===== src/cstl_pkg.sv =====
// Shared types, token codes, keyword table and character classes of the lexer.
`default_nettype none

package cstl_pkg;

    localparam int KIND_W       = 6;
    localparam int OUT_LINE_W   = 16;
    localparam int OUT_COL_W    = 12;
    localparam int LEN_W        = 8;
    localparam int KW_NUM       = 8;
    localparam int KW_TEXT_MAX  = 6;

    localparam logic [OUT_LINE_W-1:0] OUT_LINE_TOP = {OUT_LINE_W{1'b1}};
    localparam logic [OUT_COL_W-1:0]  OUT_COL_TOP  = {OUT_COL_W{1'b1}};
    localparam logic [LEN_W-1:0]      LEN_TOP      = {LEN_W{1'b1}};

    // Input item kinds.
    typedef enum logic [1:0] {
        FUNC_CHAR = 2'd0,
        FUNC_LINE = 2'd1,
        FUNC_EOI  = 2'd2,
        FUNC_RSVD = 2'd3
    } func_t;

    // Class of the token that is still being assembled.
    typedef enum logic [2:0] {
        P_NONE = 3'd0,
        P_INT  = 3'd1,
        P_DOT  = 3'd2,
        P_REAL = 3'd3,
        P_WORD = 3'd4,
        P_EQ   = 3'd5,
        P_BANG = 3'd6,
        P_AMP  = 3'd7
    } pend_t;

    // Token kinds.
    localparam logic [KIND_W-1:0] K_INVALID = 6'd0;
    localparam logic [KIND_W-1:0] K_EOF     = 6'd1;
    localparam logic [KIND_W-1:0] K_INT     = 6'd2;
    localparam logic [KIND_W-1:0] K_REAL    = 6'd3;
    localparam logic [KIND_W-1:0] K_IDENT   = 6'd4;
    localparam logic [KIND_W-1:0] K_KW0     = 6'd5;
    localparam logic [KIND_W-1:0] K_COMMA   = 6'd13;
    localparam logic [KIND_W-1:0] K_PLUS    = 6'd14;
    localparam logic [KIND_W-1:0] K_MINUS   = 6'd15;
    localparam logic [KIND_W-1:0] K_STAR    = 6'd16;
    localparam logic [KIND_W-1:0] K_SLASH   = 6'd17;
    localparam logic [KIND_W-1:0] K_PERCENT = 6'd18;
    localparam logic [KIND_W-1:0] K_EQ      = 6'd19;
    localparam logic [KIND_W-1:0] K_EQEQ    = 6'd20;
    localparam logic [KIND_W-1:0] K_LT      = 6'd21;
    localparam logic [KIND_W-1:0] K_GT      = 6'd22;
    localparam logic [KIND_W-1:0] K_BANG    = 6'd23;
    localparam logic [KIND_W-1:0] K_BANGEQ  = 6'd24;
    localparam logic [KIND_W-1:0] K_AMP     = 6'd25;
    localparam logic [KIND_W-1:0] K_AMPAMP  = 6'd26;
    localparam logic [KIND_W-1:0] K_SEMI    = 6'd27;
    localparam logic [KIND_W-1:0] K_LPAREN  = 6'd28;
    localparam logic [KIND_W-1:0] K_RPAREN  = 6'd29;
    localparam logic [KIND_W-1:0] K_LBRACK  = 6'd30;
    localparam logic [KIND_W-1:0] K_RBRACK  = 6'd31;
    localparam logic [KIND_W-1:0] K_LBRACE  = 6'd32;
    localparam logic [KIND_W-1:0] K_RBRACE  = 6'd33;

    // Keywords in kind order, zero padded.
    localparam logic [7:0] KW_TEXT [KW_NUM][KW_TEXT_MAX] = '{
        '{"i", "n", "t", 8'h00, 8'h00, 8'h00},
        '{"d", "o", "u", "b", "l", "e"},
        '{"v", "o", "i", "d", 8'h00, 8'h00},
        '{"i", "f", 8'h00, 8'h00, 8'h00, 8'h00},
        '{"e", "l", "s", "e", 8'h00, 8'h00},
        '{"f", "o", "r", 8'h00, 8'h00, 8'h00},
        '{"w", "h", "i", "l", "e", 8'h00},
        '{"r", "e", "t", "u", "r", "n"}
    };
    localparam logic [LEN_W-1:0] KW_LEN [KW_NUM] = '{
        8'd3, 8'd6, 8'd4, 8'd2, 8'd4, 8'd3, 8'd5, 8'd6
    };

    typedef struct packed {
        logic [KIND_W-1:0]     kind;
        logic [OUT_LINE_W-1:0] line;
        logic [OUT_COL_W-1:0]  column;
        logic [LEN_W-1:0]      length;
        logic                  last;
    } token_t;

    // Up to two tokens caused by one input item.
    typedef struct packed {
        logic [1:0] n;
        token_t     tok0;
        token_t     tok1;
    } pair_t;

    function automatic logic is_ws(input logic [7:0] c);
        return (c == 8'h09) || (c == 8'h0A) || (c == 8'h0B) || (c == 8'h0C) ||
               (c == 8'h0D) || (c == 8'h20);
    endfunction

    function automatic logic is_digit(input logic [7:0] c);
        return (c >= "0") && (c <= "9");
    endfunction

    function automatic logic is_word(input logic [7:0] c);
        return ((c >= "a") && (c <= "z")) || ((c >= "A") && (c <= "Z")) || (c == "_");
    endfunction

    function automatic logic [KIND_W-1:0] single_symbol(input logic [7:0] c);
        logic [KIND_W-1:0] k;
        unique case (c)
            ",":     k = K_COMMA;
            "+":     k = K_PLUS;
            "-":     k = K_MINUS;
            "*":     k = K_STAR;
            "/":     k = K_SLASH;
            "%":     k = K_PERCENT;
            "<":     k = K_LT;
            ">":     k = K_GT;
            ";":     k = K_SEMI;
            "(":     k = K_LPAREN;
            ")":     k = K_RPAREN;
            "[":     k = K_LBRACK;
            "]":     k = K_RBRACK;
            "{":     k = K_LBRACE;
            "}":     k = K_RBRACE;
            default: k = K_INVALID;
        endcase
        return k;
    endfunction

endpackage

`default_nettype wire


===== src/cstl_lex.sv =====
// Lexer state and the single-pass step that turns one input item into up to two tokens.
`default_nettype none

module cstl_lex
    import cstl_pkg::*;
#(
    parameter int KEYWORD_MAX = 6,
    parameter int LINE_BITS   = 16,
    parameter int COLUMN_BITS = 12
) (
    input  wire        aclk,
    input  wire        aresetn,
    input  wire        step_en,
    input  func_t      func,
    input  wire  [7:0] ch,
    output pair_t      pair
);

    localparam int LW = (LINE_BITS > OUT_LINE_W) ? LINE_BITS : OUT_LINE_W;
    localparam int CW = (COLUMN_BITS > OUT_COL_W) ? COLUMN_BITS : OUT_COL_W;

    pend_t                  pend_reg, pend_next;
    logic [LEN_W-1:0]       count_reg, count_next;
    logic [7:0]             text_reg  [KEYWORD_MAX];
    logic [7:0]             text_next [KEYWORD_MAX];
    logic [LINE_BITS-1:0]   start_line_reg, start_line_next;
    logic [COLUMN_BITS-1:0] start_col_reg, start_col_next;
    logic [LINE_BITS-1:0]   cur_line_reg, cur_line_next;
    logic [COLUMN_BITS-1:0] cur_col_reg, cur_col_next;

    logic [LW-1:0]          sl_w, cl_w;
    logic [CW-1:0]          sc_w, cc_w;
    logic [OUT_LINE_W-1:0]  start_line_out, cur_line_out;
    logic [OUT_COL_W-1:0]   start_col_out, cur_col_out;

    logic                   kw_hit;
    logic [KIND_W-1:0]      kw_kind;
    logic [KIND_W-1:0]      class_kind;

    logic                   close_en, kw_ok, dbl, fresh_go, new_en;
    logic [KIND_W-1:0]      dbl_kind, new_kind;
    logic [LEN_W-1:0]       new_len, grown;
    token_t                 tok_close, tok_new;

    // Positions saturate to the width of the result fields.
    assign sl_w = LW'(start_line_reg);
    assign cl_w = LW'(cur_line_reg);
    assign sc_w = CW'(start_col_reg);
    assign cc_w = CW'(cur_col_reg);
    assign start_line_out = (sl_w > LW'(OUT_LINE_TOP)) ? OUT_LINE_TOP : sl_w[OUT_LINE_W-1:0];
    assign cur_line_out   = (cl_w > LW'(OUT_LINE_TOP)) ? OUT_LINE_TOP : cl_w[OUT_LINE_W-1:0];
    assign start_col_out  = (sc_w > CW'(OUT_COL_TOP)) ? OUT_COL_TOP : sc_w[OUT_COL_W-1:0];
    assign cur_col_out    = (cc_w > CW'(OUT_COL_TOP)) ? OUT_COL_TOP : cc_w[OUT_COL_W-1:0];

    assign grown = (count_reg != LEN_TOP) ? count_reg + LEN_W'(1) : count_reg;

    // All eight keywords are compared against the run buffer in parallel.
    always_comb begin
        logic m;
        kw_hit  = 1'b0;
        kw_kind = K_IDENT;
        for (int k = 0; k < KW_NUM; k++) begin
            m = (KW_LEN[k] == count_reg) && (KW_LEN[k] <= LEN_W'(KEYWORD_MAX));
            for (int i = 0; i < KW_TEXT_MAX; i++) begin
                if ((LEN_W'(i) < KW_LEN[k]) && (text_reg[i] != KW_TEXT[k][i])) begin
                    m = 1'b0;
                end
            end
            if (m && !kw_hit) begin
                kw_hit  = 1'b1;
                kw_kind = K_KW0 + KIND_W'(k);
            end
        end
    end

    always_comb begin
        unique case (pend_reg)
            P_INT:   class_kind = K_INT;
            P_DOT:   class_kind = K_INVALID;
            P_REAL:  class_kind = K_REAL;
            P_WORD:  class_kind = (kw_ok && kw_hit) ? kw_kind : K_IDENT;
            P_EQ:    class_kind = K_EQ;
            P_BANG:  class_kind = K_BANG;
            P_AMP:   class_kind = K_AMP;
            default: class_kind = K_INVALID;
        endcase
    end

    always_comb begin
        pend_next       = pend_reg;
        count_next      = count_reg;
        text_next       = text_reg;
        start_line_next = start_line_reg;
        start_col_next  = start_col_reg;
        cur_line_next   = cur_line_reg;
        cur_col_next    = cur_col_reg;
        close_en        = 1'b0;
        kw_ok           = 1'b0;
        dbl             = 1'b0;
        dbl_kind        = K_INVALID;
        fresh_go        = 1'b0;
        new_en          = 1'b0;
        new_kind        = K_INVALID;
        new_len         = LEN_W'(1);

        unique case (func)
            FUNC_CHAR: begin
                unique case (pend_reg)
                    P_INT: begin
                        if (is_digit(ch)) begin
                            count_next = grown;
                        end else if (ch == ".") begin
                            count_next = grown;
                            pend_next  = P_DOT;
                        end else begin
                            close_en = 1'b1;
                            fresh_go = 1'b1;
                        end
                    end
                    P_DOT, P_REAL: begin
                        if (is_digit(ch)) begin
                            count_next = grown;
                            pend_next  = P_REAL;
                        end else begin
                            close_en = 1'b1;
                            fresh_go = 1'b1;
                        end
                    end
                    P_WORD: begin
                        if (is_word(ch)) begin
                            for (int i = 0; i < KEYWORD_MAX; i++) begin
                                if (count_reg == LEN_W'(i)) begin
                                    text_next[i] = ch;
                                end
                            end
                            count_next = grown;
                        end else begin
                            // Here only whitespace after the run lets it be a keyword.
                            close_en = 1'b1;
                            kw_ok    = is_ws(ch);
                            fresh_go = 1'b1;
                        end
                    end
                    P_EQ, P_BANG: begin
                        close_en = 1'b1;
                        if (ch == "=") begin
                            dbl      = 1'b1;
                            dbl_kind = (pend_reg == P_EQ) ? K_EQEQ : K_BANGEQ;
                        end else begin
                            fresh_go = 1'b1;
                        end
                    end
                    P_AMP: begin
                        close_en = 1'b1;
                        if (ch == "&") begin
                            dbl      = 1'b1;
                            dbl_kind = K_AMPAMP;
                        end else begin
                            fresh_go = 1'b1;
                        end
                    end
                    P_NONE: begin
                        fresh_go = 1'b1;
                    end
                endcase
                if (cur_col_reg != {COLUMN_BITS{1'b1}}) begin
                    cur_col_next = cur_col_reg + COLUMN_BITS'(1);
                end
            end
            FUNC_LINE: begin
                close_en     = (pend_reg != P_NONE);
                kw_ok        = 1'b1;
                cur_col_next = '0;
                if (cur_line_reg != {LINE_BITS{1'b1}}) begin
                    cur_line_next = cur_line_reg + LINE_BITS'(1);
                end
            end
            FUNC_EOI: begin
                close_en      = (pend_reg != P_NONE);
                kw_ok         = 1'b1;
                new_en        = 1'b1;
                new_kind      = K_EOF;
                new_len       = '0;
                cur_line_next = '0;
                cur_col_next  = '0;
            end
            FUNC_RSVD: begin
            end
        endcase

        if (close_en) begin
            pend_next  = P_NONE;
            count_next = '0;
        end

        // The character is lexed afresh once nothing is pending any more.
        if (fresh_go && !is_ws(ch) && (ch != 8'h00)) begin
            if (is_digit(ch) || (ch == ".") || is_word(ch) ||
                (ch == "=") || (ch == "!") || (ch == "&")) begin
                count_next      = LEN_W'(1);
                start_line_next = cur_line_reg;
                start_col_next  = cur_col_reg;
                if (is_digit(ch)) begin
                    pend_next = P_INT;
                end else if (ch == ".") begin
                    pend_next = P_DOT;
                end else if (is_word(ch)) begin
                    pend_next    = P_WORD;
                    text_next[0] = ch;
                end else if (ch == "=") begin
                    pend_next = P_EQ;
                end else if (ch == "!") begin
                    pend_next = P_BANG;
                end else begin
                    pend_next = P_AMP;
                end
            end else begin
                new_en   = 1'b1;
                new_kind = single_symbol(ch);
            end
        end
    end

    always_comb begin
        tok_close.kind   = dbl ? dbl_kind : class_kind;
        tok_close.line   = start_line_out;
        tok_close.column = start_col_out;
        tok_close.length = dbl ? LEN_W'(2) : count_reg;
        tok_close.last   = !new_en;
        tok_new.kind     = new_kind;
        tok_new.line     = cur_line_out;
        tok_new.column   = cur_col_out;
        tok_new.length   = new_len;
        tok_new.last     = 1'b1;
        if (close_en) begin
            pair.n    = new_en ? 2'd2 : 2'd1;
            pair.tok0 = tok_close;
        end else begin
            pair.n    = new_en ? 2'd1 : 2'd0;
            pair.tok0 = tok_new;
        end
        pair.tok1 = tok_new;
    end

    always_ff @(posedge aclk) begin
        if (!aresetn) begin
            pend_reg       <= P_NONE;
            count_reg      <= '0;
            start_line_reg <= '0;
            start_col_reg  <= '0;
            cur_line_reg   <= '0;
            cur_col_reg    <= '0;
            for (int i = 0; i < KEYWORD_MAX; i++) begin
                text_reg[i] <= '0;
            end
        end else if (step_en) begin
            pend_reg       <= pend_next;
            count_reg      <= count_next;
            text_reg       <= text_next;
            start_line_reg <= start_line_next;
            start_col_reg  <= start_col_next;
            cur_line_reg   <= cur_line_next;
            cur_col_reg    <= cur_col_next;
        end
    end

`ifndef ASSERT_OFF
    a_eoi_rewinds: assert property (@(posedge aclk) disable iff (!aresetn)
        (step_en && (func == FUNC_EOI)) |=> (cur_line_reg == '0) && (cur_col_reg == '0))
        else $error("end of input did not rewind the position");

    a_eoi_clears: assert property (@(posedge aclk) disable iff (!aresetn)
        (step_en && (func == FUNC_EOI)) |=> (pend_reg == P_NONE) && (count_reg == '0))
        else $error("end of input left a token pending");
`endif

endmodule

`default_nettype wire


===== src/cstl_outq.sv =====
// Two-entry token buffer that hands the tokens of one item out one transaction at a time.
`default_nettype none

module cstl_outq
    import cstl_pkg::*;
(
    input  wire    aclk,
    input  wire    aresetn,
    input  wire    push,
    input  pair_t  pair,
    output logic   ready,
    output logic   m_valid,
    input  wire    m_ready,
    output token_t head
);

    logic [1:0] cnt_reg, cnt_next;
    token_t     q0_reg, q0_next;
    token_t     q1_reg, q1_next;
    logic       pop;

    assign pop     = (cnt_reg != 2'd0) && m_ready;
    // A new pair may enter only when the buffer is empty after this cycle's transaction.
    assign ready   = (cnt_reg == 2'd0) || ((cnt_reg == 2'd1) && m_ready);
    assign m_valid = (cnt_reg != 2'd0);
    assign head    = q0_reg;

    always_comb begin
        if (push) begin
            cnt_next = pair.n;
            q0_next  = pair.tok0;
            q1_next  = pair.tok1;
        end else begin
            cnt_next = cnt_reg - {1'b0, pop};
            q0_next  = pop ? q1_reg : q0_reg;
            q1_next  = q1_reg;
        end
    end

    always_ff @(posedge aclk) begin
        if (!aresetn) begin
            cnt_reg <= 2'd0;
        end else begin
            cnt_reg <= cnt_next;
        end
    end

    always_ff @(posedge aclk) begin
        q0_reg <= q0_next;
        q1_reg <= q1_next;
    end

`ifndef ASSERT_OFF
    a_cnt_range: assert property (@(posedge aclk) disable iff (!aresetn)
        cnt_reg != 2'd3)
        else $error("token buffer count out of range");

    a_pair_order: assert property (@(posedge aclk) disable iff (!aresetn)
        (push && (pair.n == 2'd2)) |=> (cnt_reg == 2'd2) && !head.last && q1_reg.last)
        else $error("two-token item not queued in order");
`endif

endmodule

`default_nettype wire


===== src/c_subset_token_lexer.sv =====
// Top level of the streaming lexer for a small C subset.
//
// One character, line break or end-of-input mark enters per transaction on the s_ side and
// the resulting tokens leave on the m_ side, one token per transaction, with m_tlast on the
// final token that an input item causes. An item is held in the input register and lexed in
// a single pass into a two-entry token buffer, from which its first token is offered on the
// m_ side. Items that cause at most one token are taken at one per cycle while m_tready is
// high; an item that causes two tokens occupies the token buffer until its second token is
// leaving, which holds the next item in the input register meanwhile. The token buffer's single
// output port thus sets the rate: one token per cycle while m_tready is high.
`default_nettype none

module c_subset_token_lexer
    import cstl_pkg::*;
#(
    parameter int KEYWORD_MAX = 6,
    parameter int LINE_BITS   = 16,
    parameter int COLUMN_BITS = 12
) (
    input  wire         aclk,
    input  wire         aresetn,
    input  wire         s_tvalid,
    output logic        s_tready,
    input  wire  [7:0]  s_tdata,   // [7:0] ch
    input  wire  [1:0]  s_tuser,   // [1:0] func
    output logic        m_tvalid,
    input  wire         m_tready,
    output logic [39:0] m_tdata,   // [15:0] token_line, [27:16] token_column,
                                   // [35:28] token_length, [39:36] zero
    output logic [5:0]  m_tuser,   // [5:0] token_kind
    output logic        m_tlast    // last token of the input item
);

    logic       in_valid_reg, in_valid_next;
    func_t      in_func_reg;
    logic [7:0] in_ch_reg;
    logic       s_fire, step_en, q_ready;
    pair_t      pair;
    token_t     head;

    assign step_en       = in_valid_reg && q_ready;
    assign s_tready      = !in_valid_reg || step_en;
    assign s_fire        = s_tvalid && s_tready;
    assign in_valid_next = s_fire ? 1'b1 : (step_en ? 1'b0 : in_valid_reg);

    always_ff @(posedge aclk) begin
        if (!aresetn) begin
            in_valid_reg <= 1'b0;
        end else begin
            in_valid_reg <= in_valid_next;
        end
    end

    always_ff @(posedge aclk) begin
        if (s_fire) begin
            in_func_reg <= func_t'(s_tuser);
            in_ch_reg   <= s_tdata;
        end
    end

    cstl_lex #(
        .KEYWORD_MAX(KEYWORD_MAX),
        .LINE_BITS  (LINE_BITS),
        .COLUMN_BITS(COLUMN_BITS)
    ) u_lex (
        .aclk   (aclk),
        .aresetn(aresetn),
        .step_en(step_en),
        .func   (in_func_reg),
        .ch     (in_ch_reg),
        .pair   (pair)
    );

    cstl_outq u_outq (
        .aclk   (aclk),
        .aresetn(aresetn),
        .push   (step_en),
        .pair   (pair),
        .ready  (q_ready),
        .m_valid(m_tvalid),
        .m_ready(m_tready),
        .head   (head)
    );

    assign m_tdata = {4'b0000, head.length, head.column, head.line};
    assign m_tuser = head.kind;
    assign m_tlast = head.last;

`ifndef ASSERT_OFF
    a_item_held: assert property (@(posedge aclk) disable iff (!aresetn)
        (in_valid_reg && !step_en) |=> in_valid_reg && $stable(in_ch_reg))
        else $error("waiting input item was lost");
`endif

endmodule

`default_nettype wire

===== config.mk =====
export PLATFORM = sky130hd
export DESIGN_NAME = c_subset_token_lexer
export DESIGN_NICKNAME = d
export VERILOG_FILES = /design/src/cstl_pkg.sv /design/src/cstl_lex.sv /design/src/cstl_outq.sv /design/src/c_subset_token_lexer.sv
export SDC_FILE = /design/constraint.sdc
export NUM_CORES = 1
export LEC_CHECK = 0
export BUFFER_PORTS_ARGS = -buffer_cell sky130_fd_sc_hd__buf_2
export CORE_UTILIZATION = 41
export CTS_CLUSTER_DIAMETER = 50
export DETAILED_ROUTE_END_ITERATION = 7
export GPL_TIMING_DRIVEN = 0
export PLACE_DENSITY_LB_ADDON = 0.08
export SETUP_SLACK_MARGIN = 0.2
export SLEW_MARGIN = 30
export SYNTH_ARGS = -nofsm -noshare
export SYNTH_HDL_FRONTEND = slang
export SYNTH_SLANG_ARGS = --single-unit
export TNS_END_PERCENT = 50

===== constraint.sdc =====
create_clock -name aclk -period 2.8 [get_ports aclk]
set_input_delay 0.14 -clock aclk [delete_from_list [all_inputs] [get_ports aclk]]
set_output_delay 0.14 -clock aclk [all_outputs]
set_load 0.005 [all_outputs]

==> impl_metrics.csv <==
group,metric,value,unit
status,status,"complete, no violations",
place,dp_cells,1477,
timing,fmax,378,MHz
place,io_buffer_count,58,
synthesis,synthXorXnorAreaFrac,2.19,%
clock_tree,clkSinkCount,206,
floorplanning,die_area,25000,sq um
synthesis,synth_compound_area_share,12.5,%
setup_path,worstPathArrival,3.10,ns
pwr,p_leak,0.00434,uW
timing,fin_skew,0.0146,ns
cells_and_area,mostFrequentLayoutCells,"nand2_1, dfxtp_1, edfxtp_1",
clock_tree,clkSlewWorstSetupHoldPaths,0.06,ns
grt,first_global_vias,8129,
drt,routed_via_density,5.51,
clock_tree,cts_buffer_depth,3,
grt,grt-ovfl-total,0,
synthesis,synth_top_family_by_area,"simple AND/OR/NAND/NOR gates",
clock_tree,htreeDepth,1,
synthesis,ys.flop_type,"dfxtp_1",
place,place_congestion,0.913,
synthesis,ys_types,69,
synthesis,synth-seq-area-share,50.0,%
synthesis,avgSynthCellArea,9.12,sq um
timing,relSlewSlack,41.1,%
synthesis,synth_area,10000,sq um
clock_tree,cts_tree,"yes",
grt,grt_usage,24.1,%
drt,via_count,8616,
hold_path,hp-class,"primary input to register",
floorplanning,design.portCount,63,
synthesis,synthAdderAreaFrac,1.50,%
floorplanning,start_util,42.3,%
timing,finalCritPeriodShare,94.6,%
drt,drt_pass1_iterations,6,
cells_and_area,post-route-util,52.5,%
floorplanning,fp.dieW,158,um
grt,grt_pass1_wl,46300,um
synthesis,ys_ff_latch,206,
synthesis,synth-simple-area-share,27.6,%
cells_and_area,finalNonFillerCells,1564,
pwr,p_per_area,628,nW/um^2
timing,setup_violations,0,
grt,antenna_found_initial,0,
floorplanning,fp.dieH,158,um
cells_and_area,area_growth,24.3,%
timing,rsz0062_at_grt,"yes",
clock_tree,clock_latency,0.53,ns
setup_path,cp-end-kind,"register",
pwr,ir_worst_vdd,0.450,mV
floorplanning,design.core.area,23700,sq um
hold_path,hold_depth,3,
timing,period_needed,2.65,ns
drt,postRouteAntennaNets,0,
setup_path,critPathMaxFanout,9,
cells_and_area,final_common_cell,"nand2_1",
timing,report.final.slew_viol_count,0,
setup_path,reg2reg_depth,8,
drt,wire_per_inst,19.0,um
drt,drt_iter0_drc,766,
setup_path,critPathKind,"register to register",
clock_tree,root_buffer,"clkbuf_16",
grt,grt_max_degree,45,
synthesis,ys_async_sr_fraction,0,%
cells_and_area,largest_reg_flops,48,
synthesis,synth_enable_flop_cells,88,
timing,timing.setup.tns,0,ns
setup_path,critPathLaunchType,"register",
cells_and_area,layout-drive-gt1-share,19.6,%
synthesis,syn_inst,1097,
timing,final-hold-violation-count,0,
synthesis,yosys_warnings,0,
drt,drc,0,
cells_and_area,fin_area,12400,sq um
place,hpwl,20300,um
floorplanning,rows,56,
pwr,finalPower,7820,uW
drt,routed_wl,29700,um
synthesis,muxShareOfSynthArea,1.70,%
timing,worst_slew_pin_slew,0.870,ns
job,maxCapViolations,0,
place,place_area,10700,sq um
setup_path,worst_ep_required_time,3.25,ns
cells_and_area,fin_nets,1251,
clock_tree,numCtsBuffers,26,
cells_and_area,diodes,0,
==> cell type report <==
type / instances / area (sq um)
multi-input cells: 786 / 4990
well taps: 319 / 399
flip-flops and latches: 206 / 5000
plain buffers: 88 / 500
inverters: 21 / 83.8
fillers: 2256 / 11200
clock inverters: 12 / 119
clock buffers: 36 / 729
repair buffers: 96 / 619
==> logic make-up (layout without fill, tap and decap cells) <==
group	count (synthesis)	after routing
adder cells (fa/ha/maj)	12	12
flip-flops	206	206
AND/OR/NAND/NOR	532	533
XOR/XNOR	25	25
other	1	4
multiplexers	17	17
buffers and inverters	109	253
AO/OA/AOI/OAI	195	195
==> power breakdown <==
group	leakage, uW	total, uW	internal [uW]	switching (uW)
clock network	0.000414	3290	1940	1350
registers	0.00179	3470	3400	65.9
logic	0.00214	1060	382	674
total	0.00434	7820	5730	2090
==> per-layer routing <==
layer	share of wire, %	vias up	global-route usage [%]	routed length, um
met5	0	-	0	0
met4	2.8	0	7.74	831
met3	4.8	54	2.67	1440
met2	44	253	37.0	13000
met1	48	4102	35.2	14400
li1	-	4207	-	-
==> path summary, 6_finish.rpt <==
| check | from | endpoint | slack, ns |
|---|---|---|---|
| max | in_ch_reg[4] | u_lex.pend_reg[0] | 0.15 |
| min reg2reg | u_lex.text_reg[47] | u_lex.text_reg[47] | 0.45 |
| min | aresetn | u_lex.cl_w[2] | 0.05 |
| max reg2reg | in_ch_reg[4] | u_lex.pend_reg[0] | 0.15 |
==> stage by stage <==
step | hold slack (ns) | setup WS [ns]
finish | 0.0541 | 0.152
global route | 0.116 | 0.0854
CTS | 0.0501 | 0.137
detailed placement | 0.318 | -0.727
global placement | 0.317 | -0.690
floorplan | 0.239 | 0.165
==> timing repair <==
item | 4_1_cts | 5_1_grt
setup buffers | 17 | 10
gates cloned | 1 | 0
hold buffers | 11 | 0
gates resized for setup | 94 | 68
endpoints found under the setup margin | 222 | 93
pin swaps | 14 | 18
hold endpoints to repair | 11 | 0
==> synth_stat cells, types with 4 or more instances <==
| library cell | number | area, sq um |
|---|---|---|
| nand2_1 | 172 | 646 |
| dfxtp_1 | 118 | 2360 |
| edfxtp_1 | 88 | 2640 |
| nor2_1 | 80 | 300 |
| nand3_1 | 72 | 360 |
| clkbuf_1 | 66 | 248 |
| o21ai_0 | 52 | 260 |
| a31oi_1 | 35 | 219 |
| a21oi_1 | 28 | 140 |
| a21boi_0 | 27 | 203 |
| nor3_1 | 25 | 125 |
| nand4_1 | 20 | 125 |
| inv_1 | 19 | 71.3 |
| nor2b_1 | 19 | 119 |
| mux2i_1 | 17 | 170 |
| nor4_1 | 17 | 106 |
| xor2_1 | 17 | 149 |
| and2_1 | 16 | 100 |
| nand2b_1 | 15 | 93.8 |
| and3_1 | 12 | 75.1 |
| ha_1 | 12 | 150 |
| or3_1 | 11 | 68.8 |
| buf_2 | 10 | 50.1 |
| nor3b_1 | 8 | 60.1 |
| nor4b_1 | 8 | 70.1 |
| xnor2_1 | 8 | 70.1 |
| and4b_1 | 7 | 70.1 |
| buf_1 | 7 | 26.3 |
| or4_1 | 7 | 52.6 |
| nor4bb_1 | 6 | 60.1 |
| or2_2 | 6 | 37.5 |
| a21o_1 | 5 | 37.5 |
| nand4b_1 | 5 | 43.8 |
| o211ai_1 | 5 | 37.5 |
| o22ai_1 | 5 | 31.3 |
| and3b_1 | 4 | 35.0 |
| and4_1 | 4 | 35.0 |
| buf_4 | 4 | 30.0 |
| nand3b_1 | 4 | 30.0 |
| o21a_1 | 4 | 30.0 |
| o31ai_1 | 4 | 30.0 |
| o32a_1 | 4 | 40.0 |
==> worst max-delay path, stage by stage, from the launching register on <==
cell and delay (ns):
edfxtp_1 0.47, or4bb_4 0.58, nor3b_4 0.29, o31ai_4 0.09, nand3_4 0.17, buf_12 0.14
inv_6 0.06, or4_4 0.56, a31oi_4 0.20
No activity file was read; power rests on OpenSTA's default activity.
